==> config.mk <==
export PLATFORM = sky130hd
export DESIGN_NAME = tsg_ctrl
export DESIGN_NICKNAME = d
export VERILOG_FILES = /design/src/design/tsg_pkg.sv /design/src/design/tsg_ctrl.sv
export SDC_FILE = /design/constraint.sdc
export NUM_CORES = 1
export LEC_CHECK = 0
export BUFFER_PORTS_ARGS = -buffer_cell sky130_fd_sc_hd__buf_2
export CORE_AREA = 4 4 41 43
export CTS_CLUSTER_SIZE = 40
export DETAILED_ROUTE_END_ITERATION = 8
export DIE_AREA = 0 0 45 47
export GPL_TIMING_DRIVEN = 0
export PLACE_DENSITY = 0.7
export SYNTH_ARGS = -nofsm -noshare
export SYNTH_HDL_FRONTEND = slang
export SYNTH_SLANG_ARGS = --single-unit
==> constraint.sdc <==
create_clock -name clk -period 2.93 [get_ports clk]
set_clock_uncertainty 0.15 [all_clocks]
set_input_delay 0.586 -clock clk [delete_from_list [all_inputs] [get_ports clk]]
set_output_delay 0.586 -clock clk [all_outputs]
set_load 0.05 [all_outputs]
==> src/design/tsg_pkg.sv <==
`timescale 1ns / 1ps
`default_nettype none
// ----------------------------------------------------------------------------
// Tone sample generator package
// Shared widths, codes, fixed-point constants and the controller to datapath
// command and status types.
// ----------------------------------------------------------------------------
package tsg_pkg;

	// Design constants.
	localparam int ANGLE_BITS    = 16;
	localparam int POSITION_BITS = 31;

	// Field and register widths.
	localparam int FREQ_W    = 20;
	localparam int RATE_W    = 18;
	localparam int TOTAL_W   = 31;
	localparam int CFG_W     = 31;
	localparam int CFG_IDX_W = 2;
	localparam int CMD_W     = 2;
	localparam int OFFSET_W  = 32;
	localparam int SAMPLE_W  = 16;
	localparam int STATUS_W  = 2;
	localparam int POS_OUT_W = 31;

	// Derived widths.
	localparam int POS_W     = POSITION_BITS;
	localparam int END_W     = (POS_W > TOTAL_W) ? POS_W : TOTAL_W;
	localparam int SEEK_BASE = (END_W > OFFSET_W) ? END_W : OFFSET_W;
	localparam int SEEK_W    = SEEK_BASE + 2;
	localparam int PROD_W    = FREQ_W + POS_W;
	localparam int DIV_CNT_W = $clog2(PROD_W + 1);
	localparam int X_W       = ANGLE_BITS - 1;
	localparam int X_SHIFT   = 62 - ANGLE_BITS;

	// Fixed-point arithmetic widths.
	localparam int QW        = 64;
	localparam int PW        = 2 * QW;
	localparam int QUO_W     = PW - 66;
	localparam int RND_W     = 80;
	localparam int MAG_W     = RND_W - 60;
	localparam int TERMS     = 12;
	localparam int K_W       = 4;
	localparam int TDIV_W    = 10;

	// Types.
	typedef logic [QW-1:0]           q60_t;
	typedef logic [POS_W-1:0]        pos_t;
	typedef logic [END_W-1:0]        end_t;
	typedef logic signed [SEEK_W-1:0] seek_t;
	typedef logic [POS_OUT_W-1:0]    pos_out_t;
	typedef logic [MAG_W-1:0]        mag_t;
	typedef logic [RND_W-1:0]        rnd_t;
	typedef logic [PROD_W-1:0]       prod_t;
	typedef logic [DIV_CNT_W-1:0]    div_cnt_t;
	typedef logic [K_W-1:0]          k_t;

	// Fixed-point constants.
	localparam q60_t Q60_HALF_PI = 64'h1921FB54442D1847;
	localparam q60_t SCALE_MAX   = 64'd32767;
	localparam logic [SAMPLE_W-1:0] SAMPLE_MAX = 16'h7FFF;
	localparam rnd_t ROUND_HALF  = rnd_t'(1) << 59;
	localparam pos_t POS_MAX     = '1;
	localparam logic [X_W-1:0] QUARTER = X_W'(1) << (ANGLE_BITS - 2);
	localparam logic [66:0] Q66_ONE = 67'd1 << 66;

	// Reciprocals floor(2^66 / d) of the Taylor series divisors.
	localparam q60_t RECIP_1  = q60_t'(Q66_ONE / 67'd6);
	localparam q60_t RECIP_2  = q60_t'(Q66_ONE / 67'd20);
	localparam q60_t RECIP_3  = q60_t'(Q66_ONE / 67'd42);
	localparam q60_t RECIP_4  = q60_t'(Q66_ONE / 67'd72);
	localparam q60_t RECIP_5  = q60_t'(Q66_ONE / 67'd110);
	localparam q60_t RECIP_6  = q60_t'(Q66_ONE / 67'd156);
	localparam q60_t RECIP_7  = q60_t'(Q66_ONE / 67'd210);
	localparam q60_t RECIP_8  = q60_t'(Q66_ONE / 67'd272);
	localparam q60_t RECIP_9  = q60_t'(Q66_ONE / 67'd342);
	localparam q60_t RECIP_10 = q60_t'(Q66_ONE / 67'd420);
	localparam q60_t RECIP_11 = q60_t'(Q66_ONE / 67'd506);
	localparam q60_t RECIP_12 = q60_t'(Q66_ONE / 67'd600);

	// Configuration register indexes.
	typedef enum logic [CFG_IDX_W-1:0] {
		CFG_FREQ  = 2'd0,
		CFG_RATE  = 2'd1,
		CFG_TOTAL = 2'd2
	} cfg_idx_t;

	// Input commands.
	typedef enum logic [CMD_W-1:0] {
		CMD_READ     = 2'd0,
		CMD_SEEK_ABS = 2'd1,
		CMD_SEEK_REL = 2'd2,
		CMD_SEEK_END = 2'd3
	} cmd_t;

	// Result status codes.
	typedef enum logic [STATUS_W-1:0] {
		STATUS_SAMPLE      = 2'd0,
		STATUS_END         = 2'd1,
		STATUS_SEEK_DONE   = 2'd2,
		STATUS_SEEK_REJECT = 2'd3
	} status_t;

	// Datapath operations issued by the controller.
	typedef enum logic [4:0] {
		OP_NONE,
		OP_LATCH,
		OP_SEEK,
		OP_END,
		OP_MUL_FP,
		OP_MOD,
		OP_ANGLE,
		OP_TAKE_ANGLE,
		OP_ZERO_ANGLE,
		OP_ARG,
		OP_SQUARE,
		OP_TERM_FIRST,
		OP_RECIP,
		OP_QD,
		OP_CORR,
		OP_ACC,
		OP_SCALE,
		OP_FINISH,
		OP_PUSH
	} dp_op_t;

	// Controller states.
	typedef enum logic [3:0] {
		S_IDLE,
		S_DECODE,
		S_WAIT_FP,
		S_WAIT_MOD,
		S_WAIT_ANG,
		S_ARG,
		S_WAIT_ARG,
		S_WAIT_SQ,
		S_WAIT_TM,
		S_WAIT_RC,
		S_WAIT_QD,
		S_ACC,
		S_SCALE,
		S_WAIT_SC,
		S_PUSH
	} state_t;

	// Datapath status seen by the controller.
	typedef struct packed {
		logic is_read;
		logic at_end;
		logic rate_zero;
		logic mul_done;
		logic div_done;
		logic last_term;
		logic out_free;
	} dp_status_t;

	// Divisor (2k)(2k+1) of Taylor term k.
	function automatic logic [TDIV_W-1:0] term_div(input k_t k);
		logic [TDIV_W-1:0] d;
		case (k)
			4'd1:    d = 10'd6;
			4'd2:    d = 10'd20;
			4'd3:    d = 10'd42;
			4'd4:    d = 10'd72;
			4'd5:    d = 10'd110;
			4'd6:    d = 10'd156;
			4'd7:    d = 10'd210;
			4'd8:    d = 10'd272;
			4'd9:    d = 10'd342;
			4'd10:   d = 10'd420;
			4'd11:   d = 10'd506;
			4'd12:   d = 10'd600;
			default: d = 10'd6;
		endcase
		return d;
	endfunction

	// Reciprocal of the divisor of Taylor term k.
	function automatic q60_t term_recip(input k_t k);
		q60_t r;
		case (k)
			4'd1:    r = RECIP_1;
			4'd2:    r = RECIP_2;
			4'd3:    r = RECIP_3;
			4'd4:    r = RECIP_4;
			4'd5:    r = RECIP_5;
			4'd6:    r = RECIP_6;
			4'd7:    r = RECIP_7;
			4'd8:    r = RECIP_8;
			4'd9:    r = RECIP_9;
			4'd10:   r = RECIP_10;
			4'd11:   r = RECIP_11;
			4'd12:   r = RECIP_12;
			default: r = RECIP_1;
		endcase
		return r;
	endfunction

endpackage
`default_nettype wire

==> src/design/tsg_ctrl.sv <==
`timescale 1ns / 1ps
`default_nettype none
// ----------------------------------------------------------------------------
// Tone sample generator controller
// Sequences one item at a time through decode, phase division, the Taylor
// series and output, issuing one datapath operation per cycle.
// ----------------------------------------------------------------------------
module tsg_ctrl (
	input  wire logic                clk,
	input  wire logic                arst_n,
	input  wire logic                in_valid,
	input  wire tsg_pkg::dp_status_t st,
	output logic                     in_ready,
	output tsg_pkg::dp_op_t          op
);

	tsg_pkg::state_t state_q;
	tsg_pkg::state_t state_d;

	// State register.
	always_ff @(posedge clk or negedge arst_n) begin
		if (!arst_n) begin
			state_q <= tsg_pkg::S_IDLE;
		end else begin
			state_q <= state_d;
		end
	end

	// Next state.
	always_comb begin
		state_d = state_q;
		case (state_q)
			tsg_pkg::S_IDLE: begin
				if (in_valid) state_d = tsg_pkg::S_DECODE;
			end
			tsg_pkg::S_DECODE: begin
				if (!st.is_read || st.at_end) begin
					state_d = tsg_pkg::S_PUSH;
				end else if (st.rate_zero) begin
					state_d = tsg_pkg::S_ARG;
				end else begin
					state_d = tsg_pkg::S_WAIT_FP;
				end
			end
			tsg_pkg::S_WAIT_FP: begin
				if (st.mul_done) state_d = tsg_pkg::S_WAIT_MOD;
			end
			tsg_pkg::S_WAIT_MOD: begin
				if (st.div_done) state_d = tsg_pkg::S_WAIT_ANG;
			end
			tsg_pkg::S_WAIT_ANG: begin
				if (st.div_done) state_d = tsg_pkg::S_ARG;
			end
			tsg_pkg::S_ARG: begin
				state_d = tsg_pkg::S_WAIT_ARG;
			end
			tsg_pkg::S_WAIT_ARG: begin
				if (st.mul_done) state_d = tsg_pkg::S_WAIT_SQ;
			end
			tsg_pkg::S_WAIT_SQ: begin
				if (st.mul_done) state_d = tsg_pkg::S_WAIT_TM;
			end
			tsg_pkg::S_WAIT_TM: begin
				if (st.mul_done) state_d = tsg_pkg::S_WAIT_RC;
			end
			tsg_pkg::S_WAIT_RC: begin
				if (st.mul_done) state_d = tsg_pkg::S_WAIT_QD;
			end
			tsg_pkg::S_WAIT_QD: begin
				if (st.mul_done) state_d = tsg_pkg::S_ACC;
			end
			tsg_pkg::S_ACC: begin
				state_d = st.last_term ? tsg_pkg::S_SCALE : tsg_pkg::S_WAIT_TM;
			end
			tsg_pkg::S_SCALE: begin
				state_d = tsg_pkg::S_WAIT_SC;
			end
			tsg_pkg::S_WAIT_SC: begin
				if (st.mul_done) state_d = tsg_pkg::S_PUSH;
			end
			tsg_pkg::S_PUSH: begin
				if (st.out_free) state_d = tsg_pkg::S_IDLE;
			end
			default: begin
				state_d = tsg_pkg::S_IDLE;
			end
		endcase
	end

	// Outputs: the datapath operation of this cycle and input ready.
	always_comb begin
		op       = tsg_pkg::OP_NONE;
		in_ready = 1'b0;
		case (state_q)
			tsg_pkg::S_IDLE: begin
				in_ready = 1'b1;
				if (in_valid) op = tsg_pkg::OP_LATCH;
			end
			tsg_pkg::S_DECODE: begin
				if (!st.is_read) begin
					op = tsg_pkg::OP_SEEK;
				end else if (st.at_end) begin
					op = tsg_pkg::OP_END;
				end else if (st.rate_zero) begin
					op = tsg_pkg::OP_ZERO_ANGLE;
				end else begin
					op = tsg_pkg::OP_MUL_FP;
				end
			end
			tsg_pkg::S_WAIT_FP: begin
				if (st.mul_done) op = tsg_pkg::OP_MOD;
			end
			tsg_pkg::S_WAIT_MOD: begin
				if (st.div_done) op = tsg_pkg::OP_ANGLE;
			end
			tsg_pkg::S_WAIT_ANG: begin
				if (st.div_done) op = tsg_pkg::OP_TAKE_ANGLE;
			end
			tsg_pkg::S_ARG: begin
				op = tsg_pkg::OP_ARG;
			end
			tsg_pkg::S_WAIT_ARG: begin
				if (st.mul_done) op = tsg_pkg::OP_SQUARE;
			end
			tsg_pkg::S_WAIT_SQ: begin
				if (st.mul_done) op = tsg_pkg::OP_TERM_FIRST;
			end
			tsg_pkg::S_WAIT_TM: begin
				if (st.mul_done) op = tsg_pkg::OP_RECIP;
			end
			tsg_pkg::S_WAIT_RC: begin
				if (st.mul_done) op = tsg_pkg::OP_QD;
			end
			tsg_pkg::S_WAIT_QD: begin
				if (st.mul_done) op = tsg_pkg::OP_CORR;
			end
			tsg_pkg::S_ACC: begin
				op = tsg_pkg::OP_ACC;
			end
			tsg_pkg::S_SCALE: begin
				op = tsg_pkg::OP_SCALE;
			end
			tsg_pkg::S_WAIT_SC: begin
				if (st.mul_done) op = tsg_pkg::OP_FINISH;
			end
			tsg_pkg::S_PUSH: begin
				if (st.out_free) op = tsg_pkg::OP_PUSH;
			end
			default: begin
				op = tsg_pkg::OP_NONE;
			end
		endcase
	end

endmodule
`default_nettype wire

==> impl_summary.md, run 1 <==
Run status
The run finished with clean final reports.

Layout
In the layout the commonest cells are 16 x sky130_fd_sc_hd__buf_2, 10 x sky130_fd_sc_hd__nand2_1, 9 x sky130_fd_sc_hd__o21ai_0, 5 x sky130_fd_sc_hd__nor2_1. In the final layout, the registers with the most flip-flops are state_q (4). The post-layout net count is between 100 and 150. The fraction of layout cells with a size suffix above 1 is 0.265. Compared with the post-synthesis result, the final layout area differs by 21.2%. The register with the highest flop count is state_q. The final cell utilization of the core is 0.561. The register with the most flip-flops in the layout has 4 of them.

The antenna diode instance count is 0. Leaving out fill and tap cells, the most frequent cell in the layout is sky130_fd_sc_hd__buf_2.

Synth
The number of flops mapped to enable cells by yosys is 0. The cell area that synthesis handed to floorplanning was 602 µm². The count of different cell masters after synthesis is 39. During synthesis, Yosys emitted a total of 0 warnings. After synthesis, the cell types taking the most area are sky130_fd_sc_hd__dfrtp_1 17%, sky130_fd_sc_hd__o21ai_0 7.5%, sky130_fd_sc_hd__nand2_1 6.2%, sky130_fd_sc_hd__nor2b_1 4.2%, sky130_fd_sc_hd__nor3b_1 3.7%. The average instance in the mapped netlist occupies 7.16 µm². The fraction of synthesis flops using an asynchronous set or reset pin is 1.00. The largest area contributor in the netlist is sky130_fd_sc_hd__dfrtp_1. The sequential-to-total area share from yosys stat is 0.166.

The post-synthesis sequential element count is 4. The commonest register cell after synthesis is sky130_fd_sc_hd__dfrtp_1. The share of synthesized area in the top cell type comes to 0.166. The number of instances in the synthesized netlist is 84. The number of nets handed over by synthesis was 94.

Power
The cell area power density is 1180 nW/µm². The analysis attributes to cell leakage a power of 0.312 nW. IR analysis of the VDD net gives a maximum drop of ~0.59 mV.

Clocking
Buffers inserted during clock tree synthesis total 3. Counting along the longest clock path gives a buffer depth of 2. Counting every sink on the clock net gives 4. The buffer cell driving the clock tree root is sky130_fd_sc_hd__clkbuf_4. The CTS tree is built. The post-cts gate resize count is 0. The clock latency of the later-clocked register in the worst-skew pair is 0.24 ns. The post-CTS clock slew at the launch and capture registers of the worst setup and hold paths is 0.04 ns.

After clock tree synthesis, the setup repair step added 0 buffers. CTS built an H-tree with a depth of 1.

Worst setup path
The most prevalent standard cell on the critical path is sky130_fd_sc_hd__buf_2. The number of buffers and inverters on the critical path is 3. The cell count of the worst reg-to-reg path is 5. The kind of cell with the highest combined delay along the critical path is buffers and inverters. The worst setup path is of the register to output port kind. The signal on the critical path passes through buf_2 -> buf_1 -> a222oi_1 -> o21ai_0 -> buf_2.

The critical path depth is 5. STA classifies the critical path startpoint as a register. Data on the critical path arrives at its endpoint at 1.89 ns. STA puts the critical path data required time at 2.19 ns. For this design, the slowest cell found on the critical path is sky130_fd_sc_hd__buf_1.

The delay of the slowest critical-path stage is between 0.4 and 0.5 ns. The maximum fanout along the worst path is 10. The kind of end point of the critical path is an output port.

Route
The initial DRC count is 46. Once detail routing completed, the nets flagged for antenna violations numbered 0. The via count is 715. In the routed layout, each cell is associated on average with a via count of slightly above 6. The first detailed-routing pass ran for 4 iterations. In the routed design, unresolved DRC markers number 0. After detailed routing, the average wire length per cell comes to between 15 and 20 µm.

For this block, the routed nets add up to 1.77 mm of wire.

Place
The number of buffers inserted by port buffering is 14. Detailed placement ended at an HPWL of between 1 and 1.5 mm. The final RePlAce weighted congestion is 0.829.

Timing
The worst path needs approximately 2.6 ns of the cycle, external delays included. Setup repair after global routing left no endpoint under its margin. At the pin with the least slew margin, the transition time is between 0.4 and 0.5 ns. The number of max-slew violations in the final report is 0.

Dividing the final minimum period by the clock period gives 0.896. The final setup TNS is 0 ns. The number of failing hold endpoints at the final stage is 0. The highest attainable clock frequency is 381 MHz.

The max-slew headroom at the worst pin is 0.677. Setup violations remaining at the end of the flow were counted as 0.

Global routing
The number of global-route vias before repair is about 670. The largest net degree at the start of global routing is 11. Across every metal layer, demand over resource in global routing totals 0.182. The total congestion overflow after global routing is 0. The number of antenna violations at the first check in global routing is 0. The wire length of the first global-routing pass is ~2.8 mm.

Floorplan
The height of the chip is 47 µm. The total number of placement rows is 13. The placeable core area is 1300 µm². Measured along the x axis, the die boundary spans 45 µm.

The number of top-level design ports is 16. The initial standard-cell utilization of the core is 0.462. The die covers roughly 2100 µm².

Job
The number of max-capacitance violations reported is 0.

Hold path
The type of the worst min-delay path is primary input to async pin.
## area by class of cell
cell class | count | area, µm²
Tap cell | 15 | 18.8
Timing Repair Buffer | 15 | 80.1
Fill cell | 139 | 572
Inverter | 2 | 7.51
Sequential cell | 4 | 100
Multi-Input combinational cell | 70 | 460
Clock buffer | 3 | 22.5
Buffer | 8 | 40.0
## metrics by stage
stage               worst slack, ns  total power [mW]  instance area, µm²  std cells  hold WS, ns
floorplan                    0.0163             0.643                 608         84        0.140
global placement              0.465             0.768                 697        113        0.241
detailed placement            0.422             0.781                 697        113        0.245
CTS                           0.326             0.854                 729        117        0.530
global route                  0.181             0.919                 729        117        0.563
finish                        0.303             0.857                 729        117        0.538
## worst register-to-register path: stages, from the launching register on
cell and delay [ns]:
sky130_fd_sc_hd__dfrtp_1 0.44, sky130_fd_sc_hd__nor2b_1 0.31, sky130_fd_sc_hd__mux2i_2 0.15, sky130_fd_sc_hd__o32ai_2 0.43, sky130_fd_sc_hd__a2111oi_0 0.13, sky130_fd_sc_hd__a211o_1 0.29
## synthesized netlist by cell type, types with 2 or more instances
cell type / n
sky130_fd_sc_hd__a211o_1: 2
sky130_fd_sc_hd__a21oi_1: 4
sky130_fd_sc_hd__and2_1: 2
sky130_fd_sc_hd__buf_1: 2
sky130_fd_sc_hd__buf_2: 2
sky130_fd_sc_hd__clkbuf_1: 3
sky130_fd_sc_hd__dfrtp_1: 4
sky130_fd_sc_hd__inv_1: 2
sky130_fd_sc_hd__nand2_1: 10
sky130_fd_sc_hd__nand2b_1: 3
sky130_fd_sc_hd__nand3b_1: 2
sky130_fd_sc_hd__nor2_1: 5
sky130_fd_sc_hd__nor2b_1: 4
sky130_fd_sc_hd__nor3b_1: 3
sky130_fd_sc_hd__nor4_1: 2
sky130_fd_sc_hd__o21ai_0: 9
sky130_fd_sc_hd__o31ai_1: 3
## per-layer routing
layer,global-route usage,wire length (µm)
met1,0.210,735
met2,0.328,885
met3,0.0498,128
met4,0.0526,17
met5,0,0
## cells by family after synthesis
| logic type | synth area share |
|---|---|
| and+or+nand+nor | 0.335 |
| AOI/OAI and AO/OA | 0.378 |
| buffers and inverters | 0.0790 |
| DFF | 0.166 |
| muxes | 0.0416 |
## report_power, final
group | switching [mW] | total, mW | leakage, nW | internal, mW
Clock | 0.0219 | 0.0677 | 0.0138 | 0.0457
Combinational | 0.455 | 0.684 | 0.251 | 0.229
Sequential | 0.0251 | 0.106 | 0.0468 | 0.0807
## what timing repair did
action                                  in CTS  in global routing
hold endpoints to repair                     2                  0
endpoints found under the setup margin       0                  0
hold buffers                                 1                  0
## final timing paths
kind / endpoint / startpoint / slack (ns)
worst max-delay path: op[2] / state_q[1] / 0.30
worst min-delay path: state_q[2] / arst_n / 0.54
worst max register to register: state_q[0] / state_q[2] / 0.89
worst min register to register: state_q[2] / state_q[0] / 0.61
max in group asynchronous: state_q[1] / arst_n / 1.97
min in group clk: state_q[2] / st[2] / 0.58
(Power assumes the default switching activity.)
==> inputs of run 2 (changes only) <==
Settings changed: CTS_BUF_LIST set to sky130_fd_sc_hd__clkbuf_8 sky130_fd_sc_hd__clkbuf_16.
==> run 2 against run 1 <==
Die area did not move. Sequential share of layout area fell by 0.16 points. Highest routed layer unchanged. Critical path depth rose by 2. Sequential power barely moved. Critical endpoint is now op[1]. First-iteration DRC count rose by 6.5%. Largest power group unchanged.
==> impl_summary.md, run 2 (synthesis results as in run 1) <==
Route
The met3 layer wire length in the routed design is 121 µm. The uppermost layer routed is met4. The final antenna-violating net count is 0. In the final routed layout, each cell accounts on average for 15.0 µm. The total wire length is roughly 1.7 mm. Summed over all nets, wire length on met2 after detailed routing comes to 867 µm. Across all layers, the routed design uses 709 vias. For this run, the detailed router's first-pass iteration total came to 4.

The first routing iteration left 49 violations. The DRC violation count after routing is 0. After detailed routing, the number of vias per cell comes to slightly above 6. The sum of routed wire segments on met1 is 733 µm.

Layout
The antenna diode instance count is 0. state_q holds more flip-flops than any other register. Leaving out fill and tap cells, the most frequent cell in the layout is sky130_fd_sc_hd__buf_2.

The filler cells instantiated in the layout total 135. The register with the most flip-flops in the layout has 4 of them. In the final layout, the share of cells above drive strength 1 is 0.267. After routing the design area is about 740 µm². The final cell utilization of the core is 0.567. The largest registers in the layout are state_q (4). The library cells used most frequently in the layout, excluding fill and tap cells, are 16 x sky130_fd_sc_hd__buf_2, 10 x sky130_fd_sc_hd__nand2_1, 9 x sky130_fd_sc_hd__o21ai_0, 5 x sky130_fd_sc_hd__nor2_1. At the end of the flow, the number of nets in the layout was 113. The layout overhead on the synthesized area is 22.7%.

Worst setup path
Of all nets on the critical path, the largest fanout is 10. The destination of the critical timing path is op[1]. STA classifies the critical path startpoint as a register. The critical path starts at state_q[3]. Together, buffers and inverters on the worst path number 3. The dominant delay contributor by cell family on the critical path is buffers and inverters. The worst register-to-register path ends at state_q[0]. The worst setup path is captured at an output port. STA puts the critical path data arrival time at roughly 1.9 ns.

The critical path depth is 7. Traced cell by cell, the critical path runs through buf_6 -> clkbuf_1 -> nand2_1 -> nor3b_1 -> a21oi_1 -> o211ai_1 -> buf_2. Setup slack on the worst reg-to-reg path comes out at 0.93 ns. The data required time of the critical path is 2.19 ns. The slowest stage of the critical path belongs to the cell sky130_fd_sc_hd__dfrtp_1.

The worst register-to-register path begins at state_q[2]. The delay of the slowest critical-path stage is 0.34 ns. The number of cells on the worst reg-to-reg path is 5.

The worst setup path is of the register to output port kind.

Timing
The highest attainable clock frequency is ~390 MHz. The number of max-slew violations in the final report is 0. For the pin with the worst max-slew slack, the measured transition is 0.467 ns. Setup violations remaining at the end of the flow were counted as 0. The number of failing hold endpoints at the final stage came to 0. In this run the tightest slew margin relative to its limit is 0.689. In the finished design, the share of the clock period the worst path needs comes to 0.882. The tightest hold path in the finished design has a slack of between 0.015 and 0.02 ns. The smallest clock period supported by the final layout is computed as roughly 2.6 ns. The final setup TNS is 0 ns. Setup repair after global routing left no endpoint under its margin.

Place
Routability-driven placement finished with a final weighted congestion of 0.829. The total half-perimeter wirelength after legalization and detailed placement is 1.30 mm. The area of placed instances is 697 µm². The count of buffers added on input and output ports is 14.

Floorplan
The initial utilization of the core area, before any placement, comes to 0.462. The total number of placement rows is 13. The number of top-level design ports is 16. The die covers 2120 µm². The height of the chip is ~47 µm. The floorplan step defined a core boundary enclosing between 1000 and 1500 µm². The horizontal die dimension is between 40 and 50 µm.

Hold path
The tightest min-delay check is of the primary input to async pin type.

Power
Power spread over the standard cell area amounts to 1220 nW/µm². The cell leakage power is 0.315 nW. The worst voltage drop across the vdd grid is approximately 0.56 mV.

Job
The number of max-capacitance violations reported is 0.

Clocking
The number of clock sinks seen by CTS is 4. The number of H-tree branching levels is 1. The clock latency of the later-clocked register in the worst-skew pair is around 0.22 ns. The number of buffers on the longest clock path is 2. The number of setup buffers added after CTS is 0.

The buffer cell driving the clock tree root is sky130_fd_sc_hd__clkbuf_8. After clock tree synthesis, the clock-pin slew on the worst setup and hold paths is 0.03 ns. TritonCTS built the clock tree. After clock tree synthesis, the flow added hold-fix buffers numbering 0. The number of clock buffers inserted by TritonCTS is 3. After clock tree synthesis, the repair step resized 0 gates.

Global routing
The total congestion overflow after global routing is 0. The number of antenna violations at the first check in global routing was 0. The number of global-route vias before repair was 661. Entering global routing, the biggest net connects 11 pins.

The first global-routing pass estimated 2.74 mm of wire. For this run, the total global-route usage over all layers was measured as 0.176.

Run status
The run finished with clean final reports.
## run 2: layer usage
metal,global-route usage,vias up
li1,-,353
met1,0.208,323
met2,0.319,29
met3,0.0383,4
met4,0.0526,0
met5,0,-
## run 2: power breakdown
| group | total [mW] | internal, mW | switching (mW) |
|---|---|---|---|
| registers | 0.105 | 0.0808 | 0.0246 |
| clock network | 0.115 | 0.0874 | 0.0276 |
| logic | 0.680 | 0.228 | 0.452 |
| total | 0.900 | 0.396 | 0.504 |
## run 2: area by class of cell
cell class,count,area [µm²],area share
Tap cell,15,18.8,0.0254
Inverter,2,7.51,0.0102
Clock buffer,3,41.3,0.0559
Buffer,8,40.0,0.0542
Multi-Input combinational cell,70,460,0.624
Timing Repair Buffer,14,70.1,0.0949
Sequential cell,4,100,0.136
## run 2: worst min path at each step
| stage | start | slack (ns) | end |
|---|---|---|---|
| finish | arst_n | 0.02 | state_q[3] |
| global route | arst_n | 0.03 | state_q[3] |
| CTS | arst_n | 0.02 | state_q[3] |
| detailed placement | arst_n | 0.25 | state_q[0] |
| global placement | arst_n | 0.24 | state_q[1] |
| floorplan | arst_n | 0.14 | state_q[0] |
## run 2: stage by stage
stage | total power, mW | setup WS, ns | std cells
floorplan | 0.643 | 0.0163 | 84
global placement | 0.768 | 0.465 | 113
detailed placement | 0.781 | 0.422 | 113
CTS | 0.898 | 0.355 | 116
global route | 0.963 | 0.217 | 116
finish | 0.900 | 0.345 | 116
## run 2: worst reg2reg max path, cell delays in order (launching register included)
cell	delay, ns
sky130_fd_sc_hd__dfrtp_1	0.44
sky130_fd_sc_hd__nor2b_1	0.30
sky130_fd_sc_hd__mux2i_2	0.15
sky130_fd_sc_hd__o32ai_2	0.41
sky130_fd_sc_hd__a2111oi_0	0.13
sky130_fd_sc_hd__a211o_1	0.29
